**src/hw/rtl/stt_pkg.sv**
```systemverilog
// Package: token codes, scanner modes and payload types for the text tokenizer.
`default_nettype none
package stt_pkg;

    localparam int OffsetWidthDef = 32;
    localparam int LengthWidthDef = 16;
    localparam int LineWidth      = 16;
    localparam int KindWidth      = 6;

    typedef enum logic [2:0] {
        M_IDLE    = 3'd0,
        M_IDENT   = 3'd1,
        M_INT     = 3'd2,
        M_FRAC    = 3'd3,
        M_DOT     = 3'd4,
        M_OP      = 3'd5,
        M_COMMENT = 3'd6
    } t_mode;

    localparam logic [5:0] K_IDENT   = 6'd6;
    localparam logic [5:0] K_NUMBER  = 6'd7;
    localparam logic [5:0] K_DOT     = 6'd8;
    localparam logic [5:0] K_INVALID = 6'd46;
    localparam logic [5:0] K_EOF     = 6'd47;
    localparam logic [5:0] K_NONE    = 6'd63;

    localparam logic CMD_BYTE = 1'b0;
    localparam logic CMD_END  = 1'b1;

    typedef struct packed {
        logic       command;
        logic [7:0] text_byte;
    } t_in;

    typedef struct packed {
        logic [5:0]  token_kind;
        logic [31:0] start_offset;
        logic [15:0] token_length;
        logic [15:0] line_number;
        logic        last_result;
    } t_out;

    function automatic logic is_alpha(input logic [7:0] c);
        return (c >= 8'h41 && c <= 8'h5A) || (c >= 8'h61 && c <= 8'h7A);
    endfunction

    function automatic logic is_digit(input logic [7:0] c);
        return c >= 8'h30 && c <= 8'h39;
    endfunction

    function automatic logic is_space(input logic [7:0] c);
        return c == 8'h20 || (c >= 8'd9 && c <= 8'd13);
    endfunction

    // Two-character operator, K_NONE when the pair does not combine.
    function automatic logic [5:0] pair_kind(input logic [7:0] a, input logic [7:0] b);
        logic [5:0] k;
        k = K_NONE;
        case (a)
            "+": k = (b == "+") ? 6'd10 : (b == "=") ? 6'd11 : K_NONE;
            "-": k = (b == "-") ? 6'd13 : (b == ">") ? 6'd14 : (b == "=") ? 6'd15 : K_NONE;
            "*": k = (b == "*") ? 6'd17 : (b == "=") ? 6'd18 : K_NONE;
            "/": k = (b == "^") ? 6'd20 : (b == "_") ? 6'd21 : (b == "=") ? 6'd22 : K_NONE;
            "&": k = (b == "&") ? 6'd25 : K_NONE;
            "|": k = (b == "|") ? 6'd27 : K_NONE;
            "<": k = (b == "<") ? 6'd30 : (b == "=") ? 6'd31 : K_NONE;
            ">": k = (b == ">") ? 6'd33 : (b == "=") ? 6'd34 : K_NONE;
            "=": k = (b == "=") ? 6'd36 : K_NONE;
            ":": k = (b == ":") ? 6'd44 : K_NONE;
            default: k = K_NONE;
        endcase
        return k;
    endfunction

    function automatic logic [5:0] op_single(input logic [7:0] a);
        logic [5:0] k;
        case (a)
            "+": k = 6'd9;  "-": k = 6'd12; "*": k = 6'd16; "/": k = 6'd19;
            "&": k = 6'd24; "|": k = 6'd26; "<": k = 6'd29; ">": k = 6'd32;
            "=": k = 6'd35; ":": k = 6'd43;
            default: k = K_NONE;
        endcase
        return k;
    endfunction

    function automatic logic [5:0] plain_single(input logic [7:0] a);
        logic [5:0] k;
        case (a)
            "%": k = 6'd23; "^": k = 6'd28; "!": k = 6'd37; "(": k = 6'd38;
            ")": k = 6'd39; "{": k = 6'd40; "}": k = 6'd41; ",": k = 6'd42;
            ";": k = 6'd45;
            default: k = K_INVALID;
        endcase
        return k;
    endfunction

    function automatic logic [5:0] keyword_kind(input logic [47:0] w, input logic [2:0] len,
                                                input logic long_len);
        logic [5:0] k;
        k = K_IDENT;
        if (!long_len) begin
            if (len == 3'd2 && w == 48'h666E) k = 6'd0;
            if (len == 3'd6 && w == 48'h72657475726E) k = 6'd1;
            if (len == 3'd2 && w == 48'h6966) k = 6'd2;
            if (len == 3'd4 && w == 48'h656C7365) k = 6'd3;
            if (len == 3'd3 && w == 48'h6C6574) k = 6'd4;
            if (len == 3'd4 && w == 48'h6D61696E) k = 6'd5;
        end
        return k;
    endfunction

endpackage
`default_nettype wire

```
**src/hw/rtl/stt_scan.sv**
```systemverilog
// Scanner: per-byte next-state and token decision, registered scanner state.
`default_nettype none
module stt_scan #(
    parameter int OFFSET_WIDTH = stt_pkg::OffsetWidthDef,
    parameter int LENGTH_WIDTH = stt_pkg::LengthWidthDef
) (
    input  wire logic          i_clk,
    input  wire logic          i_rst_n,
    input  wire logic          i_step,
    input  wire stt_pkg::t_in  i_item,
    output stt_pkg::t_out      o_tok_a,
    output logic               o_vld_a,
    output stt_pkg::t_out      o_tok_b,
    output logic               o_vld_b
);
    localparam logic [LENGTH_WIDTH-1:0] LenMax = '1;
    localparam logic [LENGTH_WIDTH-1:0] LenOne = LENGTH_WIDTH'(1);
    localparam logic [LENGTH_WIDTH-1:0] LenSix = LENGTH_WIDTH'(6);

    stt_pkg::t_mode            r_mode, n_mode;
    logic [7:0]                r_op, n_op;
    logic [47:0]               r_win, n_win;
    logic [LENGTH_WIDTH-1:0]   r_len, n_len;
    logic [OFFSET_WIDTH-1:0]   r_start, n_start;
    logic [OFFSET_WIDTH-1:0]   r_off, n_off;
    logic [15:0]               r_line, n_line;

    logic [7:0]              c;
    logic                    done;
    logic [5:0]              pk, fk;
    logic                    fv;
    logic [LENGTH_WIDTH-1:0] grown;
    logic [2:0]              len3;
    logic                    len_long;
    logic [15:0]             line_after;

    function automatic stt_pkg::t_out mk(input logic [5:0] k, input logic [OFFSET_WIDTH-1:0] s,
                                         input logic [LENGTH_WIDTH-1:0] l,
                                         input logic [15:0] ln);
        stt_pkg::t_out t;
        t.token_kind   = k;
        t.start_offset = 32'(s);
        t.token_length = 16'(l);
        t.line_number  = ln;
        t.last_result  = 1'b0;
        return t;
    endfunction

    always_comb begin
        c        = i_item.text_byte;
        grown    = (r_len != LenMax) ? r_len + LenOne : r_len;
        len_long = r_len > LenSix;
        len3     = 3'(r_len);
        pk       = stt_pkg::pair_kind(r_op, c);
        // kind of pending token when flushed
        fv = 1'b1;
        case (r_mode)
            stt_pkg::M_IDENT: fk = stt_pkg::keyword_kind(r_win, len3, len_long);
            stt_pkg::M_INT, stt_pkg::M_FRAC: fk = stt_pkg::K_NUMBER;
            stt_pkg::M_DOT:   fk = stt_pkg::K_DOT;
            stt_pkg::M_OP:    fk = stt_pkg::op_single(r_op);
            default: begin fk = stt_pkg::K_NONE; fv = 1'b0; end
        endcase
        line_after = (c == 8'h0A && r_line != 16'hFFFF) ? r_line + 16'd1 : r_line;

        n_mode = r_mode; n_op = r_op; n_win = r_win; n_len = r_len;
        n_start = r_start; n_off = r_off + OFFSET_WIDTH'(1); n_line = r_line;
        o_tok_a = mk(fk, r_start, r_len, r_line); o_vld_a = 1'b0;
        o_tok_b = mk(stt_pkg::K_EOF, r_off, '0, r_line); o_vld_b = 1'b0;
        done = 1'b0;

        if (i_item.command == stt_pkg::CMD_END) begin
            o_vld_a = fv;
            o_vld_b = 1'b1;
            n_mode = stt_pkg::M_IDLE; n_op = '0; n_win = '0; n_len = '0;
            n_start = '0; n_off = '0; n_line = '0;
        end else begin
            case (r_mode)
                stt_pkg::M_IDENT: if (stt_pkg::is_alpha(c) || stt_pkg::is_digit(c)) begin
                    if (r_len < LenSix) n_win = {r_win[39:0], c};
                    n_len = grown; done = 1'b1;
                end
                stt_pkg::M_INT: if (stt_pkg::is_digit(c)) begin
                    n_len = grown; done = 1'b1;
                end else if (c == ".") begin
                    n_len = grown; n_mode = stt_pkg::M_FRAC; done = 1'b1;
                end
                stt_pkg::M_FRAC: if (stt_pkg::is_digit(c)) begin
                    n_len = grown; done = 1'b1;
                end
                stt_pkg::M_DOT: if (stt_pkg::is_digit(c)) begin
                    n_len = grown; n_mode = stt_pkg::M_FRAC; done = 1'b1;
                end
                stt_pkg::M_OP: if (pk != stt_pkg::K_NONE) begin
                    o_tok_a = mk(pk, r_start, LENGTH_WIDTH'(2), r_line);
                    o_vld_a = 1'b1; n_mode = stt_pkg::M_IDLE; done = 1'b1;
                end
                stt_pkg::M_COMMENT: if (c != 8'h0A) done = 1'b1;
                default: done = 1'b0;
            endcase
            if (!done) begin
                // flush pending token (comment flushes nothing), then start afresh
                o_vld_a = fv;
                n_mode = stt_pkg::M_IDLE; n_start = r_off; n_len = LenOne;
                if (stt_pkg::is_space(c)) begin
                    n_line = line_after;
                end else if (c == "#") begin
                    n_mode = stt_pkg::M_COMMENT;
                end else if (stt_pkg::is_alpha(c)) begin
                    n_mode = stt_pkg::M_IDENT; n_win = {40'd0, c};
                end else if (stt_pkg::is_digit(c)) begin
                    n_mode = stt_pkg::M_INT;
                end else if (c == ".") begin
                    n_mode = stt_pkg::M_DOT;
                end else if (stt_pkg::op_single(c) != stt_pkg::K_NONE) begin
                    n_mode = stt_pkg::M_OP; n_op = c;
                end else begin
                    o_tok_b = mk(stt_pkg::plain_single(c), r_off, LenOne, r_line);
                    o_vld_b = 1'b1;
                end
            end
        end
        if (o_vld_b) o_tok_b.last_result = 1'b1;
        else o_tok_a.last_result = 1'b1;
    end

    always_ff @(posedge i_clk) begin
        if (!i_rst_n) begin
            r_mode <= stt_pkg::M_IDLE; r_op <= '0; r_win <= '0; r_len <= '0;
            r_start <= '0; r_off <= '0; r_line <= '0;
        end else if (i_step) begin
            r_mode <= n_mode; r_op <= n_op; r_win <= n_win; r_len <= n_len;
            r_start <= n_start; r_off <= n_off; r_line <= n_line;
        end
    end
endmodule
`default_nettype wire

```
**src/hw/rtl/stt_outq.sv**
```systemverilog
// Output queue: four-entry FIFO of tokens, up to two pushed per cycle.
`default_nettype none
module stt_outq (
    input  wire logic          i_clk,
    input  wire logic          i_rst_n,
    input  wire logic          i_push_a,
    input  wire stt_pkg::t_out i_tok_a,
    input  wire logic          i_push_b,
    input  wire stt_pkg::t_out i_tok_b,
    input  wire logic          i_pop,
    output stt_pkg::t_out      o_head,
    output logic               o_valid,
    output logic               o_room2
);
    stt_pkg::t_out r_mem [4];
    logic [1:0] r_wp, r_rp;
    logic [2:0] r_cnt, n_cnt;
    logic [1:0] wp_b;

    assign o_head  = r_mem[r_rp];
    assign o_valid = r_cnt != 3'd0;
    assign o_room2 = r_cnt <= 3'd2;
    assign wp_b    = i_push_a ? r_wp + 2'd1 : r_wp;
    assign n_cnt   = r_cnt + {2'b0, i_push_a} + {2'b0, i_push_b} - {2'b0, i_pop};

    always_ff @(posedge i_clk) begin
        if (i_push_a) r_mem[r_wp] <= i_tok_a;
        if (i_push_b) r_mem[wp_b] <= i_tok_b;
    end

    always_ff @(posedge i_clk) begin
        if (!i_rst_n) begin
            r_wp <= '0; r_rp <= '0; r_cnt <= '0;
        end else begin
            r_wp  <= r_wp + {1'b0, i_push_a} + {1'b0, i_push_b};
            r_rp  <= r_rp + {1'b0, i_pop};
            r_cnt <= n_cnt;
        end
    end
endmodule
`default_nettype wire

```
**src/hw/rtl/source_text_tokenizer.sv**
```systemverilog
// Top level of the streaming text tokenizer.
//
//  channel | direction | handshake           | payload
//  input   | in        | i_valid / o_ready   | i_data  (command, text_byte)
//  output  | out       | o_valid / i_ready   | o_data  (kind, offset, length, line, last)
//
// One byte per cycle: the scanner state updates in the cycle of the input transfer,
// and zero to two tokens go into a four-entry output queue.
// Tokens appear on the output the cycle after the byte's transfer at the earliest.
// Input is held off only when the queue has fewer than two free entries.
// Reset (synchronous, active low) clears scanner state and empties the queue.
`default_nettype none
module source_text_tokenizer #(
    parameter int OFFSET_WIDTH = stt_pkg::OffsetWidthDef,
    parameter int LENGTH_WIDTH = stt_pkg::LengthWidthDef
) (
    input  wire logic          i_clk,
    input  wire logic          i_rst_n,
    input  wire logic          i_valid,
    output logic               o_ready,
    input  wire stt_pkg::t_in  i_data,
    output logic               o_valid,
    input  wire logic          i_ready,
    output stt_pkg::t_out      o_data
);
    stt_pkg::t_out tok_a, tok_b;
    logic vld_a, vld_b, step, room2;

    // accept when two free slots remain so one byte's tokens always fit
    assign o_ready = room2;
    assign step    = i_valid && room2;

    stt_scan #(.OFFSET_WIDTH(OFFSET_WIDTH), .LENGTH_WIDTH(LENGTH_WIDTH)) u_scan (
        .i_clk(i_clk), .i_rst_n(i_rst_n), .i_step(step), .i_item(i_data),
        .o_tok_a(tok_a), .o_vld_a(vld_a), .o_tok_b(tok_b), .o_vld_b(vld_b)
    );

    stt_outq u_outq (
        .i_clk(i_clk), .i_rst_n(i_rst_n),
        .i_push_a(step && vld_a), .i_tok_a(tok_a),
        .i_push_b(step && vld_b), .i_tok_b(tok_b),
        .i_pop(o_valid && i_ready),
        .o_head(o_data), .o_valid(o_valid), .o_room2(room2)
    );
endmodule
`default_nettype wire

```
**config.mk**
```make
export PLATFORM = sky130hd
export DESIGN_NAME = source_text_tokenizer
export DESIGN_NICKNAME = d
export VERILOG_FILES = /design/src/hw/rtl/stt_pkg.sv /design/src/hw/rtl/stt_scan.sv /design/src/hw/rtl/stt_outq.sv /design/src/hw/rtl/source_text_tokenizer.sv
export SDC_FILE = /design/constraint.sdc
export NUM_CORES = 1
export LEC_CHECK = 0
export ABC_AREA = 1
export BUFFER_PORTS_ARGS = -buffer_cell sky130_fd_sc_hd__buf_2
export CAP_MARGIN = 0
export CORE_AREA = 2 2 227 229
export CTS_BUF_LIST = sky130_fd_sc_hd__clkbuf_16
export CTS_CLUSTER_DIAMETER = 50
export DETAILED_ROUTE_END_ITERATION = 7
export DIE_AREA = 0 0 229 231
export GPL_TIMING_DRIVEN = 1
export PLACE_DENSITY_LB_ADDON = 0.1
export SLEW_MARGIN = 20
export SYNTH_ARGS = -nofsm -noshare
export SYNTH_HDL_FRONTEND = slang
export SYNTH_SLANG_ARGS = --single-unit
```
**constraint.sdc**
```tcl
create_clock -name i_clk -period 4.6 [get_ports i_clk]
set_input_delay 0.23 -clock i_clk [delete_from_list [all_inputs] [get_ports i_clk]]
set_output_delay 0.23 -clock i_clk [all_outputs]
set_load 0.01 [all_outputs]
```
==> impl_metrics.toml <==
[grt]
met3_usage = 0.0400
grt_max_degree = 111
grt_busiest_layer = "met2"
met1_usage = 0.421
antenna_found_initial = 0
grt_pass1_wl_um = 127000
groute.usage.overall = 0.299
overflow = 0
grt_util_met2 = 0.478
grt_pass1_vias = 22879

[sta]
tightestPinTransition_ps = 1010
setup_tns_ps = 0
setup-violations-final = 0
maxSlewHeadroom = 0.327
clock_skew_ps = 25.9
period_minus_slack_ps = 3930
final-max-slew-violation-count = 0
post-route-period-util = 0.853
rsz0062_at_grt = "false"
finalHoldViolCount = 0
fmax_mhz = 255

[synthesis]
synth_edf_count = 224
syn_avg_cell_area_um2 = 7.15
ys_ff_latch = 446
synth_cell_types = 46
synth_area_leaders = "edfxtp_1, dfxtp_1, nand2_1"
ys.flop_type = "edfxtp_1"
netlist_area_um2 = 25000
synthCells = 3493
ys_seq_area_frac = 0.447
synth.yosys.warnings = 0
yosys.area.top_type = "edfxtp_1"
async_reset_ff_frac = 0
synth_fp_nets = 3522
yosysTopAreaCellShare = 0.269

[floorplanning]
die_y_um = 231
ios = 86
core-area_um2 = 50700
fp-row-count = 83
start_util = 0.493
die_area_um2 = 52900
die_x_um = 229

[cts]
ctsResizeCount = 0
path_clk_slew_ps = 60
cts_max_level = 2
clock_latency_ps = 630
cts_root_buffer = "clkbuf_16"
cts_tree = "done"
post_cts_buffers = 0
cts-buffers-inserted = 57
clock_sinks = 446
cts_buffer_depth = 3
cts_hold_buf = 4

[power]
p_comb_frac = 0.344
sequentialPowerShare = 0.355
powerDensity_nw_per_um2 = 513
p_int_mw = 8.35
max-vdd-ir-drop_uv = 770
p_clk_frac = 0.301
fin_total_pwr_mw = 14.1
p_leak_nw = 10.6
p_switching_mw = 5.76
switching_share = 0.408

[setup_path]
crit_path_max_fanout = 8
critPathLaunchType = "register"
critPathRequiredTime_ps = 5070
arrival_ps = 4390
reg2reg_depth = 18
endpoint_kind = "register"
worstSetupPathType = "register to register"

[route]
post_drt_wl_per_cell_um = 19.3
drc_errors = 0
final_antenna_net_count = 0
drt_first_pass_iters = 6
routed_wirelength_um = 80200
via_per_inst = 5.82
drt_iter0_drc = 2399
vias = 24143

[placed_design]
globalplace.congestion = 0.912
place_hpwl_um = 47600
portBuffers = 85

[status]
outcome = "complete, no violations"

[final_layout]
num_antenna_cells = 0
nets = 3454
area_growth_pct = 10.3
nFillCells = 4917
final_cell_mix = "nand2_1, nor2_1, inv_1"
drive_above_1_share = 0.0798
multi_input_area_um2 = 11600
layout_commonest_cell = "nand2_1"
regArea_um2 = 11200

[min_path]
min_path_cells = 3
hold_path.class = "primary input to register"

[flow_run]
cap_viol_max_count = 0
==> area by class of cell <==
cell class                 count  area share
timing repair buffer         142      0.0345
multi-input combinational   2478       0.422
sequential                   446       0.406
clock inverter                46      0.0119
tap                          680      0.0309
inverter                     300      0.0411
clock buffer                  59      0.0536
==> metrics by stage <==
stage                     hold slack (ps)  std cells  worst slack (ps)  area (um2)   util
after floorplan                       394       3493               583       25000      -
after global placement                447       4042               702       25700  0.507
after detailed placement              450       4042               671       25700  0.507
after CTS                            46.1       4151               706       27500  0.543
after global routing                 84.0       4151               367       27500  0.543
final                                79.2       4151               674       27500  0.543
==> Yosys cell counts, types with 2 or more instances <==
cell type    n
o22ai_1     71
o21ai_0    256
o211ai_1    44
buf_4       16
buf_1       14
nor2_1     563
inv_2       13
ha_1        13
nor3b_1      4
edfxtp_1   224
nand3_1     76
nor2_2       4
nand3_2      4
clkinv_1     2
o2111ai_1    3
o21a_1       7
inv_1      285
or2_2        3
fa_1         3
xnor2_1      4
nand4_1    261
a211oi_1     3
o21ai_1      7
a21oi_1    153
dfxtp_1    222
buf_2       61
nand2_1    887
nand2_2      6
xor2_1      18
nor4_1      26
clkbuf_1   178
nor3_1      48
==> path summary, 6_finish.rpt <==
kind                                   startpoint           endpoint  slack [ps]
worst max-delay path               u_scan.r_op[7]    u_outq.r_cnt[2]         670
worst min-delay path                      i_rst_n     u_outq.r_rp[0]          80
worst max register to register     u_scan.r_op[7]    u_outq.r_cnt[2]         670
worst min register to register  u_scan.r_start[4]  u_scan.r_start[4]         460
==> worst max-delay path: stages, from the launching register on <==
cell      delay [ps]
dfxtp_1          320
inv_1             70
nand2_1           70
nor2_1           270
nand2_1          210
nor3_1           290
nor2_1           100
nand3b_1         100
nand2_2           90
a21oi_2          230
nand2_1          170
a21oi_4          330
inv_1            140
ha_1             290
inv_1             50
fa_1             440
fa_1             410
xor2_1           130
nor2_1            50
==> metal layers <==
metal / part of all wire / routed length [um]
met2: 0.45 / 36200
met1: 0.44 / 35600
met5: 0 / 0
met4: 0.025 / 2020
met3: 0.079 / 6320
==> cells by family after synthesis <==
logic type,Yosys count,share of synthesized area
adders and majority gates,16,0.00892
buffers and inverters,569,0.0910
and+or+nand+nor,1885,0.322
DFF,446,0.447
AOI/OAI and AO/OA,555,0.123
xor gates and xnor gates,22,0.00772
==> sequential cells by signal, summed over array words and instances, names as in the netlist <==
name and cells:
u_outq.r_mem 284, u_scan.r_win 48, u_scan.r_off 32, u_scan.r_start 32, u_scan.r_len 16, u_scan.r_line 16, u_scan.r_op 8, u_outq.r_cnt 3
u_scan.r_mode 3, u_outq.r_rp 2, u_outq.r_wp 2
==> power groups by stage <==
| stage | sequential (mW) | combinational (mW) | clock, mW |
|---|---|---|---|
| floorplan | 5.00 | 2.99 | 0 |
| global placement | 5.07 | 4.73 | 0 |
| detailed placement | 5.09 | 4.78 | 0 |
| CTS | 5.01 | 4.79 | 4.32 |
| global route | 5.06 | 5.20 | 4.48 |
| finish | 5.01 | 4.85 | 4.25 |
Note: power is estimated with default switching activity, not from simulation.
